===== config.mk =====
export PLATFORM = sky130hd
export DESIGN_NAME = md5_stream_hasher_flat
export DESIGN_NICKNAME = d
export VERILOG_FILES = /design/src/rtl/md5_pkg.sv /design/src/rtl/md5_msg_if.sv /design/src/rtl/md5_digest_if.sv /design/src/rtl/md5_dp.sv /design/src/rtl/md5_ctrl.sv /design/src/rtl/md5_stream_hasher.sv /design/src/flat_wrapper.sv
export SDC_FILE = /design/constraint.sdc
export NUM_CORES = 2
export LEC_CHECK = 0
export ABC_AREA = 1
export BUFFER_PORTS_ARGS = -buffer_cell sky130_fd_sc_hd__buf_4
export CORE_UTILIZATION = 49
export CTS_CLUSTER_DIAMETER = 80
export DETAILED_ROUTE_END_ITERATION = 6
export PLACE_DENSITY = 0.71
export REMOVE_ABC_BUFFERS = 1
export SYNTH_ARGS = -nofsm -noshare
export SYNTH_HDL_FRONTEND = slang
export SYNTH_SLANG_ARGS = --single-unit

===== constraint.sdc =====
create_clock -name clk -period 11 [get_ports clk]
set_clock_uncertainty 0.05 [all_clocks]
set_input_delay 0.55 -clock clk [delete_from_list [all_inputs] [get_ports clk]]
set_output_delay 0.55 -clock clk [all_outputs]
set_load 0.01 [all_outputs]

===== src/rtl/md5_pkg.sv =====
// ----------------------------------------------------------------------------
// MD5 package
// Shared constants, round tables and the command and status bundles that pass
// between the MD5 controller and datapath.
// ----------------------------------------------------------------------------
package md5_pkg;

	// Initial chaining value, words A to D.
	localparam logic [31:0] INIT_A = 32'h67452301;
	localparam logic [31:0] INIT_B = 32'hefcdab89;
	localparam logic [31:0] INIT_C = 32'h98badcfe;
	localparam logic [31:0] INIT_D = 32'h10325476;

	// Padding marker byte and the first byte position of the length field.
	localparam logic [7:0] PAD_MARK = 8'h80;
	localparam int LEN_POS = 56;

	// Which padded block a compression belongs to.
	typedef enum logic [1:0] {
		MODE_DATA  = 2'd0,
		MODE_WRAP  = 2'd1,
		MODE_FINAL = 2'd2
	} mode_t;

	// Commands from the controller to the datapath.
	typedef struct packed {
		logic absorb;     // store the incoming word and advance the bit count
		logic pad_tail;   // marker byte, zero fill, and length when it fits
		logic pad_len;    // zero fill of a whole block plus the length field
		logic comp_start; // load the working registers from the chaining value
		logic round_en;   // run one compression round
		logic comp_add;   // fold the working registers into the chaining value
		logic emit;       // load the output register and restart the message
	} cmd_t;

	// Status from the datapath to the controller.
	typedef struct packed {
		logic full;       // the next byte position is the last of the block
		logic wrap;       // the length field does not fit after the marker
		logic round_last; // the current round is the final one
		logic out_busy;   // the output register holds a word not yet taken
	} sts_t;

	// Additive constant of round i.
	function automatic logic [31:0] round_const(input logic [5:0] i);
		logic [31:0] k;
		case (i)
			6'd0:  k = 32'hd76aa478;  6'd1:  k = 32'he8c7b756;
			6'd2:  k = 32'h242070db;  6'd3:  k = 32'hc1bdceee;
			6'd4:  k = 32'hf57c0faf;  6'd5:  k = 32'h4787c62a;
			6'd6:  k = 32'ha8304613;  6'd7:  k = 32'hfd469501;
			6'd8:  k = 32'h698098d8;  6'd9:  k = 32'h8b44f7af;
			6'd10: k = 32'hffff5bb1;  6'd11: k = 32'h895cd7be;
			6'd12: k = 32'h6b901122;  6'd13: k = 32'hfd987193;
			6'd14: k = 32'ha679438e;  6'd15: k = 32'h49b40821;
			6'd16: k = 32'hf61e2562;  6'd17: k = 32'hc040b340;
			6'd18: k = 32'h265e5a51;  6'd19: k = 32'he9b6c7aa;
			6'd20: k = 32'hd62f105d;  6'd21: k = 32'h02441453;
			6'd22: k = 32'hd8a1e681;  6'd23: k = 32'he7d3fbc8;
			6'd24: k = 32'h21e1cde6;  6'd25: k = 32'hc33707d6;
			6'd26: k = 32'hf4d50d87;  6'd27: k = 32'h455a14ed;
			6'd28: k = 32'ha9e3e905;  6'd29: k = 32'hfcefa3f8;
			6'd30: k = 32'h676f02d9;  6'd31: k = 32'h8d2a4c8a;
			6'd32: k = 32'hfffa3942;  6'd33: k = 32'h8771f681;
			6'd34: k = 32'h6d9d6122;  6'd35: k = 32'hfde5380c;
			6'd36: k = 32'ha4beea44;  6'd37: k = 32'h4bdecfa9;
			6'd38: k = 32'hf6bb4b60;  6'd39: k = 32'hbebfbc70;
			6'd40: k = 32'h289b7ec6;  6'd41: k = 32'heaa127fa;
			6'd42: k = 32'hd4ef3085;  6'd43: k = 32'h04881d05;
			6'd44: k = 32'hd9d4d039;  6'd45: k = 32'he6db99e5;
			6'd46: k = 32'h1fa27cf8;  6'd47: k = 32'hc4ac5665;
			6'd48: k = 32'hf4292244;  6'd49: k = 32'h432aff97;
			6'd50: k = 32'hab9423a7;  6'd51: k = 32'hfc93a039;
			6'd52: k = 32'h655b59c3;  6'd53: k = 32'h8f0ccc92;
			6'd54: k = 32'hffeff47d;  6'd55: k = 32'h85845dd1;
			6'd56: k = 32'h6fa87e4f;  6'd57: k = 32'hfe2ce6e0;
			6'd58: k = 32'ha3014314;  6'd59: k = 32'h4e0811a1;
			6'd60: k = 32'hf7537e82;  6'd61: k = 32'hbd3af235;
			6'd62: k = 32'h2ad7d2bb;  6'd63: k = 32'heb86d391;
			default: k = 32'h0;
		endcase
		return k;
	endfunction

	// Left rotation amount of round i.
	function automatic logic [4:0] rot_amount(input logic [5:0] i);
		logic [4:0] s;
		case ({i[5:4], i[1:0]})
			4'd0:  s = 5'd7;   4'd1:  s = 5'd12;  4'd2:  s = 5'd17;  4'd3:  s = 5'd22;
			4'd4:  s = 5'd5;   4'd5:  s = 5'd9;   4'd6:  s = 5'd14;  4'd7:  s = 5'd20;
			4'd8:  s = 5'd4;   4'd9:  s = 5'd11;  4'd10: s = 5'd16;  4'd11: s = 5'd23;
			4'd12: s = 5'd6;   4'd13: s = 5'd10;  4'd14: s = 5'd15;  4'd15: s = 5'd21;
			default: s = 5'd0;
		endcase
		return s;
	endfunction

endpackage


===== src/rtl/md5_msg_if.sv =====
// ----------------------------------------------------------------------------
// MD5 message channel
// Valid/ready channel that carries one message byte word per handshake.
// ----------------------------------------------------------------------------
interface md5_msg_if;
	logic       valid;
	logic       ready;
	logic [7:0] data_byte;
	logic       byte_present;
	logic       is_last;

	modport source (output valid, output data_byte, output byte_present, output is_last,
		input ready);
	modport sink (input valid, input data_byte, input byte_present, input is_last,
		output ready);
endinterface


===== src/rtl/md5_digest_if.sv =====
// ----------------------------------------------------------------------------
// MD5 digest channel
// Valid/ready channel that carries one 128-bit digest word per handshake.
// ----------------------------------------------------------------------------
interface md5_digest_if;
	logic        valid;
	logic        ready;
	logic [63:0] digest_low;
	logic [63:0] digest_high;

	modport source (output valid, output digest_low, output digest_high, input ready);
	modport sink (input valid, input digest_low, input digest_high, output ready);
endinterface


===== src/rtl/md5_dp.sv =====
// ----------------------------------------------------------------------------
// MD5 datapath
// Block buffer, bit count, chaining value, one-round-per-cycle compression
// unit and the digest output register.
// ----------------------------------------------------------------------------
module md5_dp (
	input  logic              clk,
	input  logic              arst_n,
	input  md5_pkg::cmd_t     cmd,
	output md5_pkg::sts_t     sts,
	input  logic [7:0]        data_byte,
	md5_digest_if.source      digest
);
	import md5_pkg::*;

	logic [15:0][3:0][7:0] blk_q;
	logic [63:0]           count_q;
	logic [31:0]           cv_a_q, cv_b_q, cv_c_q, cv_d_q;
	logic [31:0]           a_q, b_q, c_q, d_q;
	logic [5:0]            rnd_q;
	logic                  out_valid_q;
	logic [63:0]           out_low_q, out_high_q;

	logic [5:0]  pos;
	logic [31:0] f_val, m_word, sum, rot_val;
	logic [3:0]  m_idx;
	logic [63:0] rot_wide;

	// Byte position of the next message byte inside the block.
	assign pos = count_q[8:3];

	assign sts.full       = (pos == 6'd63);
	assign sts.wrap       = (pos >= 6'(LEN_POS));
	assign sts.round_last = (rnd_q == 6'd63);
	assign sts.out_busy   = out_valid_q & ~digest.ready;

	// Block buffer: message bytes, then padding and the length field.
	always_ff @(posedge clk) begin
		for (int w = 0; w < 16; w++) begin
			for (int b = 0; b < 4; b++) begin
				if (cmd.absorb && pos == 6'(4 * w + b)) begin
					blk_q[w][b] <= data_byte;
				end else if (cmd.pad_tail) begin
					if (pos == 6'(4 * w + b)) begin
						blk_q[w][b] <= PAD_MARK;
					end else if (6'(4 * w + b) > pos) begin
						if (!sts.wrap && (4 * w + b) >= LEN_POS) begin
							blk_q[w][b] <= count_q[8 * (b + 4 * (w % 2)) +: 8];
						end else begin
							blk_q[w][b] <= 8'h00;
						end
					end
				end else if (cmd.pad_len) begin
					if ((4 * w + b) >= LEN_POS) begin
						blk_q[w][b] <= count_q[8 * (b + 4 * (w % 2)) +: 8];
					end else begin
						blk_q[w][b] <= 8'h00;
					end
				end
			end
		end
	end

	// Round function and message word select.
	always_comb begin
		case (rnd_q[5:4])
			2'd0: begin
				f_val = (b_q & c_q) | (~b_q & d_q);
				m_idx = rnd_q[3:0];
			end
			2'd1: begin
				f_val = (b_q & d_q) | (c_q & ~d_q);
				m_idx = 4'(rnd_q[3:0] * 4'd5 + 4'd1);
			end
			2'd2: begin
				f_val = b_q ^ c_q ^ d_q;
				m_idx = 4'(rnd_q[3:0] * 4'd3 + 4'd5);
			end
			default: begin
				f_val = c_q ^ (b_q | ~d_q);
				m_idx = 4'(rnd_q[3:0] * 4'd7);
			end
		endcase
		m_word   = blk_q[m_idx];
		sum      = a_q + f_val + round_const(rnd_q) + m_word;
		rot_wide = {sum, sum} << rot_amount(rnd_q);
		rot_val  = rot_wide[63:32];
	end

	// Working registers of the compression.
	always_ff @(posedge clk) begin
		if (cmd.comp_start) begin
			a_q <= cv_a_q;
			b_q <= cv_b_q;
			c_q <= cv_c_q;
			d_q <= cv_d_q;
		end else if (cmd.round_en) begin
			a_q <= d_q;
			d_q <= c_q;
			c_q <= b_q;
			b_q <= b_q + rot_val;
		end
	end

	// Round counter.
	always_ff @(posedge clk or negedge arst_n) begin
		if (!arst_n) begin
			rnd_q <= '0;
		end else if (cmd.comp_start) begin
			rnd_q <= '0;
		end else if (cmd.round_en) begin
			rnd_q <= rnd_q + 6'd1;
		end
	end

	// Chaining value and bit count; both restart when the digest is loaded into the output register.
	always_ff @(posedge clk or negedge arst_n) begin
		if (!arst_n) begin
			cv_a_q  <= INIT_A;
			cv_b_q  <= INIT_B;
			cv_c_q  <= INIT_C;
			cv_d_q  <= INIT_D;
			count_q <= '0;
		end else if (cmd.emit) begin
			cv_a_q  <= INIT_A;
			cv_b_q  <= INIT_B;
			cv_c_q  <= INIT_C;
			cv_d_q  <= INIT_D;
			count_q <= '0;
		end else begin
			if (cmd.comp_add) begin
				cv_a_q <= cv_a_q + a_q;
				cv_b_q <= cv_b_q + b_q;
				cv_c_q <= cv_c_q + c_q;
				cv_d_q <= cv_d_q + d_q;
			end
			if (cmd.absorb) begin
				count_q <= count_q + 64'd8;
			end
		end
	end

	// Output register valid flag.
	always_ff @(posedge clk or negedge arst_n) begin
		if (!arst_n) begin
			out_valid_q <= 1'b0;
		end else if (cmd.emit) begin
			out_valid_q <= 1'b1;
		end else if (digest.ready) begin
			out_valid_q <= 1'b0;
		end
	end

	// Output register payload.
	always_ff @(posedge clk) begin
		if (cmd.emit) begin
			out_low_q  <= {cv_b_q, cv_a_q};
			out_high_q <= {cv_d_q, cv_c_q};
		end
	end

	assign digest.valid       = out_valid_q;
	assign digest.digest_low  = out_low_q;
	assign digest.digest_high = out_high_q;

endmodule


===== src/rtl/md5_ctrl.sv =====
// ----------------------------------------------------------------------------
// MD5 controller
// Sequences byte intake, block compression, padding and digest output.
// ----------------------------------------------------------------------------
module md5_ctrl (
	input  logic          clk,
	input  logic          arst_n,
	input  logic          msg_valid,
	input  logic          byte_present,
	input  logic          is_last,
	output logic          msg_ready,
	input  md5_pkg::sts_t sts,
	output md5_pkg::cmd_t cmd
);
	import md5_pkg::*;

	typedef enum logic [5:0] {
		S_IDLE  = 6'b000001,
		S_ROUND = 6'b000010,
		S_ADD   = 6'b000100,
		S_PAD   = 6'b001000,
		S_PAD2  = 6'b010000,
		S_EMIT  = 6'b100000
	} state_t;

	state_t state_q, state_d;
	mode_t  mode_q, mode_d;
	logic   last_q, last_d;

	// Next state and command decode.
	always_comb begin
		state_d   = state_q;
		mode_d    = mode_q;
		last_d    = last_q;
		cmd       = '0;
		msg_ready = 1'b0;
		case (state_q)
			S_IDLE: begin
				msg_ready = 1'b1;
				if (msg_valid) begin
					cmd.absorb = byte_present;
					if (byte_present && sts.full) begin
						cmd.comp_start = 1'b1;
						mode_d         = MODE_DATA;
						last_d         = is_last;
						state_d        = S_ROUND;
					end else if (is_last) begin
						state_d = S_PAD;
					end
				end
			end
			S_ROUND: begin
				cmd.round_en = 1'b1;
				if (sts.round_last) begin
					state_d = S_ADD;
				end
			end
			S_ADD: begin
				cmd.comp_add = 1'b1;
				case (mode_q)
					MODE_DATA:  state_d = last_q ? S_PAD : S_IDLE;
					MODE_WRAP:  state_d = S_PAD2;
					MODE_FINAL: state_d = S_EMIT;
					default:    state_d = S_IDLE;
				endcase
			end
			S_PAD: begin
				cmd.pad_tail   = 1'b1;
				cmd.comp_start = 1'b1;
				mode_d         = sts.wrap ? MODE_WRAP : MODE_FINAL;
				state_d        = S_ROUND;
			end
			S_PAD2: begin
				cmd.pad_len    = 1'b1;
				cmd.comp_start = 1'b1;
				mode_d         = MODE_FINAL;
				state_d        = S_ROUND;
			end
			S_EMIT: begin
				if (!sts.out_busy) begin
					cmd.emit = 1'b1;
					state_d  = S_IDLE;
				end
			end
			default: state_d = S_IDLE;
		endcase
	end

	// State registers.
	always_ff @(posedge clk or negedge arst_n) begin
		if (!arst_n) begin
			state_q <= S_IDLE;
			mode_q  <= MODE_DATA;
			last_q  <= 1'b0;
		end else begin
			state_q <= state_d;
			mode_q  <= mode_d;
			last_q  <= last_d;
		end
	end

endmodule


===== src/rtl/md5_stream_hasher.sv =====
// A word that neither fills a block nor ends the message leaves intake ready for the next word.
// A word that fills the block holds intake during the 64 rounds and the fold of its block.
// After a last word, each padded block takes a padding step, then the rounds and the fold;
// then the digest register is loaded once it is free. Two padded blocks are needed when
// the length field does not fit after the marker. No bytes are taken while a block compresses.
// Reset (arst_n low) restores the initial chaining value and clears the bit count.
// ----------------------------------------------------------------------------
// MD5 stream hasher
// Takes message bytes one word at a time and returns the 128-bit MD5 digest
// of each message after its last word.
// ----------------------------------------------------------------------------
module md5_stream_hasher (
	input  logic          clk,
	input  logic          arst_n,
	md5_msg_if.sink       msg,
	md5_digest_if.source  digest
);
	import md5_pkg::*;

	cmd_t cmd;
	sts_t sts;

	// Control sequencer.
	md5_ctrl u_ctrl (
		.clk          (clk),
		.arst_n       (arst_n),
		.msg_valid    (msg.valid),
		.byte_present (msg.byte_present),
		.is_last      (msg.is_last),
		.msg_ready    (msg.ready),
		.sts          (sts),
		.cmd          (cmd)
	);

	// Hash datapath with the output register.
	md5_dp u_dp (
		.clk       (clk),
		.arst_n    (arst_n),
		.cmd       (cmd),
		.sts       (sts),
		.data_byte (msg.data_byte),
		.digest    (digest)
	);

endmodule

===== src/flat_wrapper.sv =====
// flat-port wrapper written by rule: the top's interface ports become plain ports
module md5_stream_hasher_flat import md5_pkg::*;
  (clk, arst_n, msg_valid, msg_data_byte, msg_byte_present, msg_is_last, msg_ready, digest_valid, digest_digest_low, digest_digest_high, digest_ready);
  md5_msg_if msg_i ();
  md5_digest_if digest_i ();
  input  logic clk;
  input  logic arst_n;
  input wire logic [$bits(msg_i.valid)-1:0] msg_valid;
  input wire logic [$bits(msg_i.data_byte)-1:0] msg_data_byte;
  input wire logic [$bits(msg_i.byte_present)-1:0] msg_byte_present;
  input wire logic [$bits(msg_i.is_last)-1:0] msg_is_last;
  output wire logic [$bits(msg_i.ready)-1:0] msg_ready;
  output wire logic [$bits(digest_i.valid)-1:0] digest_valid;
  output wire logic [$bits(digest_i.digest_low)-1:0] digest_digest_low;
  output wire logic [$bits(digest_i.digest_high)-1:0] digest_digest_high;
  input wire logic [$bits(digest_i.ready)-1:0] digest_ready;
  assign msg_i.valid = msg_valid;
  assign msg_i.data_byte = msg_data_byte;
  assign msg_i.byte_present = msg_byte_present;
  assign msg_i.is_last = msg_is_last;
  assign msg_ready = msg_i.ready;
  assign digest_valid = digest_i.valid;
  assign digest_digest_low = digest_i.digest_low;
  assign digest_digest_high = digest_i.digest_high;
  assign digest_i.ready = digest_ready;
  md5_stream_hasher u_core (.clk(clk), .arst_n(arst_n), .msg(msg_i), .digest(digest_i));
endmodule

[Word level (Yosys, flattened, before mapping)]
Memories as Yosys holds them, arrays and structs flattened.
Cells that the tools add are included.
Word-level totals
  input port bits: 14
  flip-flop bits (word level): 976
  memories: 2
  memory bits (read-only): 2128
Operators by class
  reductions and logical operators: 205
  $lt $le $gt $ge: 66
  bitwise logic cells: 14
  muxes and demuxes: 323
  eq/ne operators: 143
  add/subtract/negate cells: 12
  multipliers: 3
  shift operators: 1
Memories
  (name not given): depth 64, width 32, read ports 1, clocked after memory_dff 0, write ports 0, RTL line md5_pkg.sv:47  | case (i)
  (name not given): depth 16, width 5, read ports 1, clocked after memory_dff 0, write ports 0, RTL line md5_pkg.sv:88  | case ({i[5:4], i[1:0]})
Operator list (number)
  two-way mux 8 bit: 273
  two-way mux 32 bit: 17
  adder 32 bit: 8
  inequality test 4 bit (second input constant): 64
  equality test 6 bit (second input constant): 34
  nonzero test 3 bit: 65
  > comparator 6 bit (first input constant): 32
  bitwise AND 32 bit: 4
  binary-select mux 32 bit (select 4 bit): 1
  two-way mux 64 bit: 2
  AND reduction 2 bit: 64
  equality test 6 x 5 -> 1 bit (second input constant): 17
  > comparator 5 x 6 -> 1 bit (first input constant): 16
  OR 32 bit: 3
  one-hot mux 32 bit (3 select lines): 1
  XOR 32 bit: 3
  logical AND 1 bit: 65
  adder 64 x 4 -> 64 bit (second input constant): 1
  inverter 32 bit: 2
  << shifter 64 x 5 -> 64 bit: 1
  equality test 6 x 4 -> 1 bit (second input constant): 9
  > comparator 4 x 6 -> 1 bit (first input constant): 8
  two-way mux 6 bit: 7
  equality test 6 x 3 -> 1 bit (second input constant): 5
  33 further kinds: 65

[Depth between registers and ports, before layout]
  word-level depth: 11
  mapped depth: 55

[Modules after synthesis]
From an unflattened synthesis, not the netlist that was laid out.
Second synthesis, totals
  cell total of the unflattened synthesis: 7262
  area total of the unflattened synthesis: 60390.4 um^2
By module, submodules not included
  md5_dp: instances 1, cells each 7176, area an instance 59758.6 um^2, sequential area each 28046.9 um^2
  md5_ctrl: instances 1, cells each 86, area an instance 631.9 um^2, sequential area each 226.5 um^2

[Worst setup path after synthesis]
OpenSTA, ideal clock, no wires.
  kind: reg-to-reg
  from: register u_core.u_dp.rnd_q[2]
  to: register u_core.u_dp.b_q[28], data pin
  cell stages (with the launch flop): 47
  path buffers: 3
  slack: 1.625 ns
  arrival time: 9.062 ns
  required time: 10.686 ns
  cell sequence: dfrtp_1 > inv_1 > clkbuf_1 > ha_1 > fa_1 > or2_2 > nand3_1 > nand2_1 > nand2_1 > clkbuf_1 > clkbuf_1 > a31oi_1 > fa_1 > inv_1 > fa_1 > inv_1 > ha_1 > fa_1 > [11 not listed] > o211ai_1 > nand3_1 > nand3_1 > nand2_1 > ha_1 > fa_1 > nand3_1 > nand3_1 > a21oi_1 > o21ai_0 > a21boi_0 > inv_1 > nand4_1 > o311ai_0 > a31o_2 > or2_2 > nand3_1 > o21ai_0
On the way
  longest elaborated chain between the ends: 10
RTL lines
  from (decl): RTL line md5_dp.sv:20  | logic [5:0] rnd_q;
  from (signal assigned): RTL line md5_dp.sv:112  | rnd_q <= rnd_q + 6'd1;
  multiplier 4 x 2 -> 4 bit or multiplier 4 x 3 -> 4 bit (tied branches): RTL line md5_dp.sv:77, md5_dp.sv:73
  adder 4 x 3 -> 4 bit or adder 4 x 1 -> 4 bit (tied branches): RTL line md5_dp.sv:77, md5_dp.sv:73
  one-hot mux 4 bit (3 select lines): RTL line md5_dp.sv:66  | case (rnd_q[5:4])
  binary-select mux 32 bit (select 4 bit): RTL line md5_dp.sv:84  | m_word = blk_q[m_idx];
  two-way mux 32 bit (implied by the code): RTL line md5_dp.sv:84
  adder 32 bit *: RTL line md5_dp.sv:85  | sum = a_q + f_val + round_const(rnd_q) + m_word;
  << shifter 64 x 5 -> 64 bit *: RTL line md5_dp.sv:86  | rot_wide = {sum, sum} << rot_amount(rnd_q);
  adder 32 bit *: RTL line md5_dp.sv:101  | b_q <= b_q + rot_val;
  two-way mux 32 bit *: RTL line md5_dp.sv:97  | end else if (cmd.round_en) begin
  two-way mux 32 bit *: RTL line md5_dp.sv:92  | if (cmd.comp_start) begin
  to (signal assigned): RTL line md5_dp.sv:94  | b_q <= cv_b_q;
  to (signal assigned): RTL line md5_dp.sv:101
  to (decl): RTL line md5_dp.sv:19  | logic [31:0] a_q, b_q, c_q, d_q;
Every way passes the cells marked *; elsewhere a longest branch is shown, timed or not. The select of a mux whose other input is x is not followed.
A chain may end at the register's enable or synchronous reset.

[Worst setup path after layout]
  from: register u_core.u_dp.rnd_q[5]
  to: register u_core.u_dp.b_q[30], data pin
On the way
  longest elaborated chain between the ends: 9
RTL lines (RTL line)
  equality test 2 bit (tied with other cells): md5_dp.sv:66
  one-hot mux 32 bit (3 select lines) or one-hot mux 4 bit (3 select lines) (tied branches): md5_dp.sv:66
  adder 32 bit or binary-select mux 32 bit (select 4 bit) (tied branches): md5_dp.sv:85, md5_dp.sv:84
  adder 32 bit or two-way mux 32 bit (tied branches): md5_dp.sv:85, md5_dp.sv:84
  adder 32 bit: md5_dp.sv:85
  << shifter 64 x 5 -> 64 bit *: md5_dp.sv:86
  adder 32 bit *: md5_dp.sv:101
  two-way mux 32 bit *: md5_dp.sv:97
  two-way mux 32 bit *: md5_dp.sv:92
Marks and branches as above.

==> metrics.cfg <==
[drt]
drt_wl_total_um = 217000
drc = 2
detail_route.wl_per_cell_um = 23.98
total_number_of_vias = 55939
detail-route-antenna-nets = 0
vias_per_cell = 6.182
dr.pass1.iters = 7
detailedRoute.firstIterationViolations = 7098

[sta]
setup_repair_after_global_routing_missed_its_margin = no
fmax_mhz = 98.96
worst_slew_margin_rel = 0.1275
fin_crit_ns = 10.10
timing_max_transition_violations_final = 0
worst_pin_slew_ns = 1.307
finalSetupViolCount = 0
finalHoldViolCount = 0
timing.final.crit_share = 0.9186

[cells_and_area]
final_net_count = 7648
multiInputGateArea_um2 = 28130
n_fill_cell = 11101
diodes = 0
final_layout_size_suffix_gt1_frac = 0.09658
flow.area_growth_from_synthesis_pct = 11.71
finish.instance_area_um2 = 67510
area.sequential_um2 = 28280

[worst_setup_path]
timing.critical_path.fanout_max = 113
crit_arrival_ns = 10.52
required_ns = 11.42
max_stage_delay_ns = 0.76
worst_setup_path_start_kind = flop
crit_slowest_cell = sky130_fd_sc_hd__dfrtp_1
path_delay_family = simple AND/OR/NAND/NOR gates
criticalPathCategory = reg2reg
worst_setup_path_end_kind = flop
cp_num_buf_inv = 9

[clock_network]
tritoncts.num_buffers = 104
tritoncts = built
clk-insertion-delay-late_ns = 0.76
cts.repair_timing.setup_buffer_count = 0
ctsRootBufferMaster = sky130_fd_sc_hd__clkbuf_16
tritoncts_num_sinks = 973
clock_tree.buffer_depth = 3
clkSlewWorstSetupHoldPaths_ns = 0.06
cts.htree.levels = 3

[grt]
grt_start_max_net_pins = 120
grt_antenna_before_repair = 1
grt_pass1_vias = 53136
globalRouteTotalUtil = 0.3406
gr-total-overflow = 0
grt_pass1_wl_um = 324600

[floorplan]
chipHeight_um = 353.2
core_area_um2 = 122000
starting_density = 0.4952
fp.dieArea_um2 = 124700
io_pins = 144
die_w_um = 353.2
row_count = 128

[logic_synthesis]
synth_ff_type = sky130_fd_sc_hd__edfxtp_1
syn_inst = 7236
ys_warn_count = 0
number_of_enable_flip_flop_cells_after_synthesis = 768
syn-mean-instance-area_um2 = 8.351
synthesis.area_um2 = 60430
synth.ff_latch_count = 973
async_flop_share = 0.2107
synth.lib_cells_used.distinct = 72
ys_seq_area_frac = 0.4679

[placement]
gp_congestion = 1.022
port-buffer-count = 143
dpl-instance-area_um2 = 63990
detailed_place_hpwl_um = 155900

[hold_path]
classification_of_the_worst_slack_hold_path = in2reg

[job]
drv.max_cap_violation_count = 0

[outcome]
outcome = complete, but fails checks
violations = DRC

[stage by stage]
step                cells  TNS (ns)  utilization  worst slack (ns)  hold WS [ns]
finish               9049         0       0.5532            0.8953        0.1442
global route         9049         0       0.5532            0.2103        0.1028
CTS                  9049         0       0.5532            0.8439       0.08229
detailed placement   8853         0       0.5244            0.9005        0.4253
global placement     8853         0       0.5244             1.170        0.4230
floorplan            6887   -172.91            -            -3.047        0.2044
[worst reg2reg max path: cells and delay by family, from the launching register on]
family                   cells  cell delay [ns]
AND/OR/NAND/NOR             20             2.60
AO/OA/AOI/OAI               11             2.55
buffers and inverters        9             2.06
adder cells (fa/ha/maj)      5             1.61
flip-flops                   1             0.76
XOR/XNOR                     1             0.16
[synthesized netlist by cell type, types with 40 or more instances]
cell                       instances  area (um2)
sky130_fd_sc_hd__nor4_1           40       250.2
sky130_fd_sc_hd__ha_1            225        2815
sky130_fd_sc_hd__nor2_1          829        3112
sky130_fd_sc_hd__buf_1            45       168.9
sky130_fd_sc_hd__xor2_1           69       604.3
sky130_fd_sc_hd__a31oi_1         123       769.5
sky130_fd_sc_hd__dfrtp_1         140        3503
sky130_fd_sc_hd__nand3_1         902        4514
sky130_fd_sc_hd__a21oi_1         477        2387
sky130_fd_sc_hd__a221oi_1         43       376.6
sky130_fd_sc_hd__o21ai_0         505        2527
sky130_fd_sc_hd__inv_1           709        2661
sky130_fd_sc_hd__nand2_1        1251        4696
sky130_fd_sc_hd__dfstp_2          65        1708
sky130_fd_sc_hd__edfxtp_1        768       23060
sky130_fd_sc_hd__o22ai_1         106       663.1
sky130_fd_sc_hd__fa_1             73        1461
sky130_fd_sc_hd__clkbuf_1        279        1047
sky130_fd_sc_hd__nor3_1          109       545.5
sky130_fd_sc_hd__or2_2            43       269.0
sky130_fd_sc_hd__nand4_1          51       319.1
[state kept, by name, indices dropped and copies added (netlist names), 2 cells and up]
register                        count
u_core.u_ctrl.mode_q                2
u_core.u_dp.c_q                    32
u_core.u_dp.count_q                61
u_core.u_dp.a_q                    32
u_core.u_dp.cv_a_q                 32
u_core.u_dp.blk_q                 512
u_core.u_dp.cv_b_q                 32
u_core.u_dp.digest.digest_low      64
u_core.u_dp.b_q                    32
u_core.u_dp.digest.digest_high     64
u_core.u_ctrl.state_q               6
u_core.u_dp.d_q                    32
u_core.u_dp.cv_c_q                 32
u_core.u_dp.cv_d_q                 32
u_core.u_dp.rnd_q                   6
[placed cells by master, fill, tap and decap left out, types with 28 or more instances in the layout]
master / netlist / routed
sky130_fd_sc_hd__edfxtp_1: 768 / 768
sky130_fd_sc_hd__o22ai_1: 106 / 106
sky130_fd_sc_hd__o211ai_1: 28 / 28
sky130_fd_sc_hd__clkbuf_16: 0 / 111
sky130_fd_sc_hd__a31oi_1: 123 / 122
sky130_fd_sc_hd__dfstp_2: 65 / 65
sky130_fd_sc_hd__nor2_1: 829 / 826
sky130_fd_sc_hd__nor4_1: 40 / 38
sky130_fd_sc_hd__buf_4: 4 / 325
sky130_fd_sc_hd__nand4_1: 51 / 51
sky130_fd_sc_hd__ha_1: 225 / 225
sky130_fd_sc_hd__xor2_1: 69 / 69
sky130_fd_sc_hd__a21oi_1: 477 / 477
sky130_fd_sc_hd__fa_1: 73 / 73
sky130_fd_sc_hd__or2_2: 43 / 43
sky130_fd_sc_hd__inv_1: 709 / 705
sky130_fd_sc_hd__nor3_1: 109 / 109
sky130_fd_sc_hd__o21ai_0: 505 / 501
sky130_fd_sc_hd__nand3_1: 902 / 902
sky130_fd_sc_hd__dfrtp_1: 140 / 138
sky130_fd_sc_hd__nand2_1: 1251 / 1249
sky130_fd_sc_hd__a221oi_1: 43 / 43
sky130_fd_sc_hd__xnor2_1: 36 / 36
[cell type report]
cell class | instances | area share
Timing Repair Buffer | 343 | 0.04111
Inverter | 743 | 0.04144
Clock buffer | 143 | 0.04367
Sequential cell | 973 | 0.4189
Clock inverter | 51 | 0.008081
Multi-Input combinational cell | 5171 | 0.4167
Tap cell | 1625 | 0.03012
[metal layers]
layer  track usage  routed length [um]  part of all wire  up-vias
met1        0.4260               80990              0.37    26658
met3       0.06041               20700             0.095      708
met4        0.2161               16090             0.074        2
met5             0                  13          0.000060        -
met2        0.5462               99160              0.46     3249
li1              -                   -                 -    25322
[timing repair]
item                                    4_1_cts  5_1_grt
endpoints found under the setup margin        0        4
hold buffers                                  2        0
resized for setup                             0        1
endpoints found under the hold margin        46        0
[path summary, 6_finish.rpt]
kind / to / slack, ns / start / depth (start not counted)
setup reg to reg: u_core.u_dp.b_q[30] / 0.90 / u_core.u_dp.rnd_q[5] / 46
setup / recovery: u_core.u_dp.b_q[30] / 0.90 / u_core.u_dp.rnd_q[5] / 46
min in group asynchronous: u_core.u_dp.cv_d_q[8] / 0.38 / arst_n / 2
max in group asynchronous: u_core.u_dp.count_q[10] / 9.10 / arst_n / 3
hold reg to reg: u_core.u_dp.digest.digest_high[0] / 0.43 / u_core.u_dp.cv_c_q[0] / 0
hold / removal: u_core.u_ctrl.state_q[3] / 0.14 / msg_byte_present / 4
[logic make-up after synthesis]
| group | Yosys count | synth area share |
|---|---|---|
| muxes | 2 | 0.0003313 |
| DFF | 973 | 0.4679 |
| and+or+nand+nor | 3293 | 0.2375 |
| buffers and inverters | 1092 | 0.06866 |
| AOI/OAI and AO/OA | 1473 | 0.1397 |
| adders and majority gates | 298 | 0.07077 |
| xor gates and xnor gates | 105 | 0.01522 |
Power is not shown: default switching activity piles up to over one toggle a cycle in this logic, so the estimate is an artifact.
